--- src/gcs_pkg.sv ---
package gcs_pkg;

  localparam int unsigned TIME_BITS     = 32;
  localparam int unsigned NUM_DELAYS    = 8;
  localparam int unsigned DELAY_IDX_W   = $clog2(NUM_DELAYS);
  localparam int unsigned CFG_IDX_W     = 4;
  localparam int unsigned POSITION_BITS = 16;
  localparam int unsigned HOR_BITS      = 8;

  localparam logic [TIME_BITS-1:0] DELAY_INIT_MS = TIME_BITS'(500);
  localparam logic [HOR_BITS-1:0]  HOR_FULL      = 8'd255;
  localparam logic [HOR_BITS-1:0]  HOR_NONE      = 8'd0;

  // host trigger codes
  localparam logic [1:0] TRIG_START = 2'd1;
  localparam logic [1:0] TRIG_END   = 2'd2;

  // configuration register indexes
  typedef enum logic [CFG_IDX_W-1:0] {
    REG_ROTATE_BACK = 4'd0,
    REG_GRAB        = 4'd1,
    REG_CLOSE       = 4'd2,
    REG_RETRACT     = 4'd3,
    REG_ROTATE      = 4'd4,
    REG_RELEASE     = 4'd5,
    REG_RESET       = 4'd6,
    REG_COMPLETE    = 4'd7
  } reg_idx_t;

  typedef enum logic [3:0] {
    PH_STANDBY     = 4'd0,
    PH_TRACKING    = 4'd1,
    PH_ROTATE_BACK = 4'd2,
    PH_EXTEND      = 4'd3,
    PH_CLOSE       = 4'd4,
    PH_RETRACT     = 4'd5,
    PH_ROTATE      = 4'd6,
    PH_OPEN        = 4'd7,
    PH_NEUTRAL     = 4'd8,
    PH_COMPLETE    = 4'd9
  } phase_t;

  typedef enum logic [2:0] {
    ST_STOPPED  = 3'd0,
    ST_STANDBY  = 3'd1,
    ST_TRACKING = 3'd2,
    ST_CUTTING  = 3'd3,
    ST_COMPLETE = 3'd4
  } status_t;

  // persistent sequencer state apart from the saved position
  typedef struct packed {
    logic [3:0]           phase;
    logic [TIME_BITS-1:0] phase_start_ms;
    status_t              last_status;
    logic                 open_level;
    logic                 close_level;
    logic                 rotate_level;
  } seq_state_t;

  // control part of one result
  typedef struct packed {
    status_t             status;
    logic                open_valve;
    logic                close_valve;
    logic                rotate_valve;
    logic                hor_write;
    logic [HOR_BITS-1:0] hor_value;
    logic                track_write;
    logic                vert_write;
    logic                base_capture;
    logic [3:0]          phase_now;
  } step_ctl_t;

endpackage

--- src/gcs_step.sv ---
module gcs_step #(
  parameter int unsigned POSITION_BITS = gcs_pkg::POSITION_BITS
) (
  input  gcs_pkg::seq_state_t                  cur,
  input  logic signed [POSITION_BITS-1:0]      saved_position,
  input  logic [gcs_pkg::TIME_BITS-1:0]        delays [gcs_pkg::NUM_DELAYS],
  input  logic [gcs_pkg::TIME_BITS-1:0]        now_ms,
  input  logic [1:0]                           trigger,
  input  logic                                 auto_mode,
  input  logic signed [POSITION_BITS-1:0]      track_target,
  input  logic signed [POSITION_BITS-1:0]      vertical_position,
  output gcs_pkg::seq_state_t                  nxt,
  output logic signed [POSITION_BITS-1:0]      saved_position_next,
  output gcs_pkg::step_ctl_t                   ctl,
  output logic signed [POSITION_BITS-1:0]      track_value,
  output logic signed [POSITION_BITS-1:0]      vert_value
);

  logic [gcs_pkg::DELAY_IDX_W-1:0] delay_idx;
  logic [gcs_pkg::TIME_BITS-1:0]   elapsed;
  logic                            waited;

  // timed phases two through nine use delay registers zero through seven
  assign delay_idx = gcs_pkg::DELAY_IDX_W'(cur.phase - 4'd2);
  assign elapsed   = now_ms - cur.phase_start_ms;
  assign waited    = elapsed >= delays[delay_idx];

  always_comb begin
    nxt                 = cur;
    saved_position_next = saved_position;
    ctl                 = '0;
    track_value         = '0;
    vert_value          = '0;

    unique case (cur.phase)
      gcs_pkg::PH_STANDBY: begin
        nxt.open_level     = 1'b1;
        nxt.close_level    = 1'b0;
        nxt.rotate_level   = 1'b1;
        nxt.phase_start_ms = now_ms;
        if (trigger == gcs_pkg::TRIG_START && auto_mode) begin
          saved_position_next = vertical_position;
          ctl.base_capture    = 1'b1;
          nxt.phase           = gcs_pkg::PH_TRACKING;
        end
        nxt.last_status = gcs_pkg::ST_STANDBY;
      end
      gcs_pkg::PH_TRACKING: begin
        ctl.track_write = 1'b1;
        track_value     = track_target;
        if (!auto_mode) begin
          // manual mode aborts: restore vertical, retract horizontal
          ctl.vert_write = 1'b1;
          vert_value     = saved_position;
          ctl.hor_write  = 1'b1;
          ctl.hor_value  = gcs_pkg::HOR_NONE;
          nxt.phase      = gcs_pkg::PH_STANDBY;
        end else if (trigger == gcs_pkg::TRIG_END) begin
          nxt.phase          = gcs_pkg::PH_ROTATE_BACK;
          nxt.phase_start_ms = now_ms;
        end
        nxt.last_status = gcs_pkg::ST_TRACKING;
      end
      gcs_pkg::PH_ROTATE_BACK: begin
        nxt.rotate_level = 1'b0;
        if (waited) begin
          nxt.phase          = gcs_pkg::PH_EXTEND;
          nxt.phase_start_ms = now_ms;
        end
        nxt.last_status = gcs_pkg::ST_CUTTING;
      end
      gcs_pkg::PH_EXTEND: begin
        if (waited) begin
          nxt.open_level     = 1'b1;
          nxt.close_level    = 1'b0;
          ctl.hor_write      = 1'b1;
          ctl.hor_value      = gcs_pkg::HOR_FULL;
          nxt.phase          = gcs_pkg::PH_CLOSE;
          nxt.phase_start_ms = now_ms;
        end
        nxt.last_status = gcs_pkg::ST_CUTTING;
      end
      gcs_pkg::PH_CLOSE: begin
        if (waited) begin
          nxt.open_level     = 1'b0;
          nxt.close_level    = 1'b1;
          nxt.phase          = gcs_pkg::PH_RETRACT;
          nxt.phase_start_ms = now_ms;
        end
        nxt.last_status = gcs_pkg::ST_CUTTING;
      end
      gcs_pkg::PH_RETRACT: begin
        if (waited) begin
          ctl.hor_write      = 1'b1;
          ctl.hor_value      = gcs_pkg::HOR_NONE;
          ctl.vert_write     = 1'b1;
          nxt.phase          = gcs_pkg::PH_ROTATE;
          nxt.phase_start_ms = now_ms;
        end
        nxt.last_status = gcs_pkg::ST_CUTTING;
      end
      gcs_pkg::PH_ROTATE: begin
        if (waited) begin
          nxt.rotate_level   = 1'b1;
          nxt.phase          = gcs_pkg::PH_OPEN;
          nxt.phase_start_ms = now_ms;
        end
        nxt.last_status = gcs_pkg::ST_CUTTING;
      end
      gcs_pkg::PH_OPEN: begin
        if (waited) begin
          nxt.open_level     = 1'b1;
          nxt.close_level    = 1'b0;
          nxt.phase          = gcs_pkg::PH_NEUTRAL;
          nxt.phase_start_ms = now_ms;
        end
        nxt.last_status = gcs_pkg::ST_CUTTING;
      end
      gcs_pkg::PH_NEUTRAL: begin
        nxt.open_level  = 1'b0;
        nxt.close_level = 1'b0;
        if (waited) begin
          nxt.phase          = gcs_pkg::PH_COMPLETE;
          nxt.phase_start_ms = now_ms;
        end
        nxt.last_status = gcs_pkg::ST_CUTTING;
      end
      gcs_pkg::PH_COMPLETE: begin
        if (waited) begin
          ctl.vert_write  = 1'b1;
          vert_value      = saved_position;
          nxt.phase       = gcs_pkg::PH_STANDBY;
          nxt.last_status = gcs_pkg::ST_COMPLETE;
        end
      end
      default: begin
        nxt.last_status = gcs_pkg::ST_STOPPED;
      end
    endcase

    ctl.status       = nxt.last_status;
    ctl.open_valve   = nxt.open_level;
    ctl.close_valve  = nxt.close_level;
    ctl.rotate_valve = nxt.rotate_level;
    ctl.phase_now    = nxt.phase;
  end

endmodule

--- src/timed_gripper_cut_sequencer.sv ---
// timed gripper cut sequencer
// poll channel (in_valid/in_ready): one request per poll with the current
//   millisecond time, trigger, mode, tracking target and vertical position
// result channel (out_valid/out_ready): exactly one result per request with
//   status, valve levels, cylinder commands and the phase after the poll
// config channel (cfg_valid/cfg_ready): cfg_index 0..7 selects one of the
//   eight delay registers, cfg_data is the delay in ms; other indexes are
//   dropped; cfg_ready is always high, write only while no poll is in flight
// stages: an accepted request is held in the poll register, and its result
//   in the result register; two register stages (poll, result register)
// throughput: one request per cycle while out_ready is high; the step is a
//   phase decode, one 32-bit subtract, delay compare and register updates
// a stalled receiver holds the result register; the poll register still
//   takes one more request, then in_ready drops until out_ready returns
// reset: phase standby, all delays 500 ms, levels and status zero,
//   both pipeline stages empty
module timed_gripper_cut_sequencer #(
  parameter int unsigned POSITION_BITS = gcs_pkg::POSITION_BITS
) (
  input  logic                                   clk,
  input  logic                                   rst,
  // poll channel
  input  logic                                   in_valid,
  output logic                                   in_ready,
  input  logic [gcs_pkg::TIME_BITS-1:0]          now_ms,
  input  logic [1:0]                             trigger,
  input  logic                                   auto_mode,
  input  logic signed [POSITION_BITS-1:0]        track_target,
  input  logic signed [POSITION_BITS-1:0]        vertical_position,
  // result channel
  output logic                                   out_valid,
  input  logic                                   out_ready,
  output logic [2:0]                             status,
  output logic                                   open_valve,
  output logic                                   close_valve,
  output logic                                   rotate_valve,
  output logic                                   hor_write,
  output logic [gcs_pkg::HOR_BITS-1:0]           hor_value,
  output logic                                   track_write,
  output logic signed [POSITION_BITS-1:0]        track_value,
  output logic                                   vert_write,
  output logic signed [POSITION_BITS-1:0]        vert_value,
  output logic                                   base_capture,
  output logic [3:0]                             phase_now,
  // config channel
  input  logic                                   cfg_valid,
  output logic                                   cfg_ready,
  input  logic [gcs_pkg::CFG_IDX_W-1:0]          cfg_index,
  input  logic [gcs_pkg::TIME_BITS-1:0]          cfg_data
);

  // delay registers
  logic [gcs_pkg::TIME_BITS-1:0] delays [gcs_pkg::NUM_DELAYS];

  // poll register stage
  logic                               s1_valid;
  logic [gcs_pkg::TIME_BITS-1:0]      s1_now_ms;
  logic [1:0]                         s1_trigger;
  logic                               s1_auto_mode;
  logic signed [POSITION_BITS-1:0]    s1_track_target;
  logic signed [POSITION_BITS-1:0]    s1_vertical_position;

  // sequencer state
  gcs_pkg::seq_state_t                seq_state;
  gcs_pkg::seq_state_t                seq_state_next;
  logic signed [POSITION_BITS-1:0]    saved_position;
  logic signed [POSITION_BITS-1:0]    saved_position_next;

  // step results
  gcs_pkg::step_ctl_t                 step_ctl;
  logic signed [POSITION_BITS-1:0]    step_track_value;
  logic signed [POSITION_BITS-1:0]    step_vert_value;

  // result register
  gcs_pkg::step_ctl_t                 res_ctl;

  logic out_load;
  logic step_fire;

  // result register loads when empty or being drained
  assign out_load  = !out_valid || out_ready;
  assign step_fire = s1_valid && out_load;
  assign in_ready  = !s1_valid || out_load;
  assign cfg_ready = 1'b1;

  // config writes, out-of-range indexes ignored
  always_ff @(posedge clk) begin
    if (rst) begin
      for (int i = 0; i < gcs_pkg::NUM_DELAYS; i++) begin
        delays[i] <= gcs_pkg::DELAY_INIT_MS;
      end
    end else if (cfg_valid && cfg_ready &&
                 cfg_index <= gcs_pkg::CFG_IDX_W'(gcs_pkg::REG_COMPLETE)) begin
      delays[gcs_pkg::DELAY_IDX_W'(cfg_index)] <= cfg_data;
    end
  end

  // poll register
  always_ff @(posedge clk) begin
    if (rst) begin
      s1_valid <= 1'b0;
    end else if (in_ready) begin
      s1_valid <= in_valid;
    end
  end

  always_ff @(posedge clk) begin
    if (in_valid && in_ready) begin
      s1_now_ms            <= now_ms;
      s1_trigger           <= trigger;
      s1_auto_mode         <= auto_mode;
      s1_track_target      <= track_target;
      s1_vertical_position <= vertical_position;
    end
  end

  gcs_step #(
    .POSITION_BITS(POSITION_BITS)
  ) u_step (
    .cur                 (seq_state),
    .saved_position      (saved_position),
    .delays              (delays),
    .now_ms              (s1_now_ms),
    .trigger             (s1_trigger),
    .auto_mode           (s1_auto_mode),
    .track_target        (s1_track_target),
    .vertical_position   (s1_vertical_position),
    .nxt                 (seq_state_next),
    .saved_position_next (saved_position_next),
    .ctl                 (step_ctl),
    .track_value         (step_track_value),
    .vert_value          (step_vert_value)
  );

  // sequencer state advances once per poll, in poll order
  always_ff @(posedge clk) begin
    if (rst) begin
      seq_state.phase          <= gcs_pkg::PH_STANDBY;
      seq_state.phase_start_ms <= '0;
      seq_state.last_status    <= gcs_pkg::ST_STOPPED;
      seq_state.open_level     <= 1'b0;
      seq_state.close_level    <= 1'b0;
      seq_state.rotate_level   <= 1'b0;
      saved_position           <= '0;
    end else if (step_fire) begin
      seq_state      <= seq_state_next;
      saved_position <= saved_position_next;
    end
  end

  // result register
  always_ff @(posedge clk) begin
    if (rst) begin
      out_valid <= 1'b0;
    end else if (out_load) begin
      out_valid <= s1_valid;
    end
  end

  always_ff @(posedge clk) begin
    if (step_fire) begin
      res_ctl     <= step_ctl;
      track_value <= step_track_value;
      vert_value  <= step_vert_value;
    end
  end

  assign status       = res_ctl.status;
  assign open_valve   = res_ctl.open_valve;
  assign close_valve  = res_ctl.close_valve;
  assign rotate_valve = res_ctl.rotate_valve;
  assign hor_write    = res_ctl.hor_write;
  assign hor_value    = res_ctl.hor_value;
  assign track_write  = res_ctl.track_write;
  assign vert_write   = res_ctl.vert_write;
  assign base_capture = res_ctl.base_capture;
  assign phase_now    = res_ctl.phase_now;

  // base capture only on the start of tracking
  a_capture_starts_tracking: assert property (@(posedge clk) disable iff (rst)
    out_valid && base_capture |-> phase_now == gcs_pkg::PH_TRACKING)
    else $error("base capture without entering tracking");

  // full extension only on leaving the extend wait
  a_full_ext_phase: assert property (@(posedge clk) disable iff (rst)
    out_valid && hor_write && hor_value == gcs_pkg::HOR_FULL
      |-> phase_now == gcs_pkg::PH_CLOSE)
    else $error("full extension outside the extend step");

  // complete status only when returning to standby
  a_complete_standby: assert property (@(posedge clk) disable iff (rst)
    out_valid && status == gcs_pkg::ST_COMPLETE
      |-> phase_now == gcs_pkg::PH_STANDBY && vert_write)
    else $error("complete reported without restoring position");

  // gripper never driven open and closed together
  a_valves_exclusive: assert property (@(posedge clk) disable iff (rst)
    out_valid |-> !(open_valve && close_valve))
    else $error("open and close valves both high");

  // phase never leaves the defined range
  a_phase_range: assert property (@(posedge clk) disable iff (rst)
    seq_state.phase <= gcs_pkg::PH_COMPLETE)
    else $error("phase out of range");

  // a stalled full pipeline refuses polls
  a_backpressure: assert property (@(posedge clk) disable iff (rst)
    s1_valid && out_valid && !out_ready |-> !in_ready)
    else $error("poll taken while both stages are held");

endmodule
--- config.mk ---
export PLATFORM = sky130hd
export DESIGN_NAME = timed_gripper_cut_sequencer
export DESIGN_NICKNAME = d
export VERILOG_FILES = /design/src/gcs_pkg.sv /design/src/gcs_step.sv /design/src/timed_gripper_cut_sequencer.sv
export SDC_FILE = /design/constraint.sdc
export NUM_CORES = 1
export LEC_CHECK = 0
export ABC_AREA = 1
export BUFFER_PORTS_ARGS = -buffer_cell sky130_fd_sc_hd__clkbuf_2
export CAP_MARGIN = 30
export CORE_ASPECT_RATIO = 0.5
export CORE_UTILIZATION = 50
export CTS_CLUSTER_SIZE = 8
export DETAILED_ROUTE_END_ITERATION = 7
export PLACE_DENSITY = 0.71
export SYNTH_ARGS = -nofsm -noshare
export SYNTH_HDL_FRONTEND = slang
export SYNTH_SLANG_ARGS = --single-unit
--- constraint.sdc ---
create_clock -name clk -period 7.3 [get_ports clk]
set_input_delay 0.73 -clock clk [delete_from_list [all_inputs] [get_ports clk]]
set_output_delay 0.73 -clock clk [all_outputs]
set_load 0.03 [all_outputs]
==> flow_metrics.tcl <==
set metrics [dict create \
    holdPathStages 1 \
    yosysSeqAreaShare_pct 50.0 \
    reg2reg_slack_ns 2.76 \
    worstMarginPinSlew_ns 1.07 \
    finalCritPeriodShare_pct 62.1 \
    final_cell_mix "438 x nor2_1, 398 x nand2_1, 316 x dfxtp_1, 295 x o21ai_0, 182 x inv_1" \
    vias_per_cell 5.47 \
    reg2regPathDepth 25 \
    final_common_cell "nor2_1" \
    synth.distinct_cells 50 \
    synth_edf_count 114 \
    drv_slew 0 \
    min_from "vertical_position[6]" \
    hold-worst-slack_ns 0.318 \
    synthArstFlopShare_pct 0 \
    syn_inst 2436 \
    critPathArrivalTime_ns 5.04 \
    crit_type "flip-flop to flip-flop" \
    syn_area_per_cell_um2 8.01 \
    drc 0 \
    min_period_ns 4.54 \
    clk_pin_slew_worst_paths_ns 0.05 \
    port_buffers 163 \
    ctsLongestPathBuffers 3 \
    overflow 0 \
    rsz0062_at_grt "no" \
    num-nets-final 2688 \
    antenna-diode-count 0 \
    layout.area.seq_um2 9750 \
    critPathLaunchType "flip-flop" \
    setup_tns_ns 0 \
    grt_pass1_wl_um 85000 \
    final_area_um2 22100 \
    grt_max_degree 151 \
    crit_path_end_kind "flip-flop" \
    die_w_um 281 \
    grt_usage_pct 27.0 \
    drtIter0Drc 1622 \
    cts_sinks 430 \
    final_antenna_net_count 0 \
    worstSkewPairLatency_ns 0.60 \
    dieArea_um2 39900 \
    finalNonFillerCells 3058 \
    gp_congestion 0.922 \
    area_delta_synth_final_pct 13.3 \
    wl_per_cell_um 17.6 \
    cts_tree "done" \
    fmax_ghz 0.220 \
    num_rows 50 \
    status "finished, final reports clean" \
    grt_pass1_vias 15621 \
    firstDrtPassIters 6 \
    cap_viol_max_count 0 \
    p_per_area_nw_per_um2 267 \
    hold_buffers 0 \
    grt_antenna_before_repair 1 \
    core_region_area_um2 37900 \
    vias 16735 \
    regToRegStartpoint "s1_now_ms[0]" \
    die_h_um 142 \
    fin_total_pwr_mw 5.91 \
    cts-root-buf "clkbuf_16" \
    htreeDepth 2 \
    peakVddDrop_v 0.000192 \
    nFillCells 3398 \
    regToRegEndpoint "seq_state[26]" \
    setup_viol_count_final 0 \
    netlist_area_um2 19500 \
    dpl.cell_count 2975 \
    drive_gt1_share_pct 13.4 \
    hold_path_class "input port to flip-flop" \
    post-cts-setup-buffers 0 \
    dpl_cell_area_um2 20500 \
    synth_seq_cells 430 \
    synth_flop_cell "dfxtp_1" \
    hold_end "s1_vertical_position[6]" \
    yosys_warnings 0 \
    skew_ns 0.0200 \
    slew_headroom_pct 28.4 \
    ios 165 \
    synth_nets 2608 \
    p_leak_nw 9.34 \
    cts-resized-gates 0 \
    routed_wl_um 53700 \
    multi_input_area_um2 8300 \
    final_hold_viol_count 0 \
    critPathMaxFanout 33 \
    cts_buffers 59 \
    required_ns 7.81 \
    initial_utilization_pct 51.5 \
    dp_hpwl_um 32300 \
]
[cell type report]
class                      instances  area share (%)
clock buffer                      82            7.21
tap                              520            2.94
clock inverter                     1           0.136
timing repair buffer             189            4.69
inverter                         198            3.41
sequential                       430            44.1
multi-input combinational       1638            37.5
[Yosys cell counts (2+ instances only)]
cell	number	area, um2
a211oi_1	2	15.0
a21boi_0	2	15.0
a21o_1	8	60.1
a21oi_1	121	606
a21oi_2	32	280
a221oi_1	24	210
a22oi_1	16	120
buf_1	21	78.8
buf_12	2	40.0
buf_4	13	97.6
clkbuf_1	120	450
clkbuf_2	12	60.1
dfxtp_1	316	6330
edfxtp_1	114	3420
ha_1	63	788
inv_1	186	698
inv_2	9	33.8
inv_4	2	12.5
nand2_1	398	1490
nand2_2	20	125
nand2_4	3	33.8
nand3_1	70	350
nand3b_1	2	15.0
nand4_1	39	244
nor2_1	446	1670
nor2_2	3	18.8
nor2_4	3	33.8
nor3_1	7	35.0
nor4_1	3	18.8
o211ai_1	8	60.1
o21a_1	2	15.0
o21ai_0	295	1480
o21ai_1	3	15.0
o21bai_1	4	30.0
o22ai_1	24	150
xnor2_1	7	61.3
xor2_1	23	201
[worst max-delay path by stage]
stage | start | end | slack [ns]
after global placement | s1_now_ms[0] | seq_state[36] | 2.90
after floorplan | s1_now_ms[2] | vert_write | 3.59
after global routing | s1_now_ms[0] | seq_state[26] | 2.27
final | s1_now_ms[0] | seq_state[26] | 2.76
after CTS | s1_now_ms[2] | seq_state[26] | 2.77
after detailed placement | s1_now_ms[2] | seq_state[31] | 2.79
[metal layers]
layer | global-route usage (%) | share of wire [%] | up-vias
met5 | 0 | 0 | -
met4 | 7.69 | 2.2 | 0
met2 | 42.6 | 45 | 622
li1 | - | - | 8182
met1 | 38.1 | 45 | 7833
met3 | 4.64 | 8.3 | 98
[power by group]
part	total (mW)	switching, mW	internal [mW]
clock network	2.47	0.987	1.48
registers	2.59	0.0424	2.54
logic	0.853	0.584	0.269
total	5.91	1.61	4.30
[state kept, by name, indices dropped and copies added, names as in the netlist]
name and flops:
s1_trigger 2, track_value 16, s1_auto_mode 1, open_valve 1, phase_now 4, s1_track_target 16
hor_value 1, rotate_valve 1, seq_state 42, close_valve 1, status 3, vert_write 1
delays 256, saved_position 16, track_write 1, vert_value 16, s1_vertical_position 16, s1_now_ms 32
hor_write 1, s1_valid 1, base_capture 1, out_valid 1
[metrics by stage]
stage | util [%] | setup slack, ns
floorplan | - | 3.59
global placement | 54.0 | 2.90
detailed placement | 54.0 | 2.79
CTS | 58.3 | 2.77
global route | 58.3 | 2.27
finish | 58.3 | 2.76
[worst max-delay path: stages (launching register included)]
cell	delay, ns
edfxtp_1	0.37
inv_1	0.07
ha_1	0.13
inv_1	0.05
fa_1	0.40
nand3_1	0.10
nand2_1	0.10
nand3_1	0.09
nand2_1	0.08
nand2_1	0.08
nand3_1	0.10
a21boi_0	0.32
o21ai_0	0.17
xor2_1	0.20
ha_1	0.34
nand4_1	0.16
o21bai_1	0.21
a21oi_2	0.17
nor2_4	0.08
nand2_4	0.15
inv_4	0.06
nand2_4	0.06
nand2_4	0.21
inv_4	0.45
nand2_1	0.14
a21oi_2	0.14
[logic make-up after synthesis]
kind of cell,after synthesis,share of synthesized area (%)
AOI/OAI and AO/OA,546,15.9
xor gates and xnor gates,30,1.35
adders and majority gates,64,4.14
buffers and inverters,368,7.66
DFF,430,50.0
other,1,0.0192
and+or+nand+nor,997,21.0
Power figures use the tool's default switching activity.
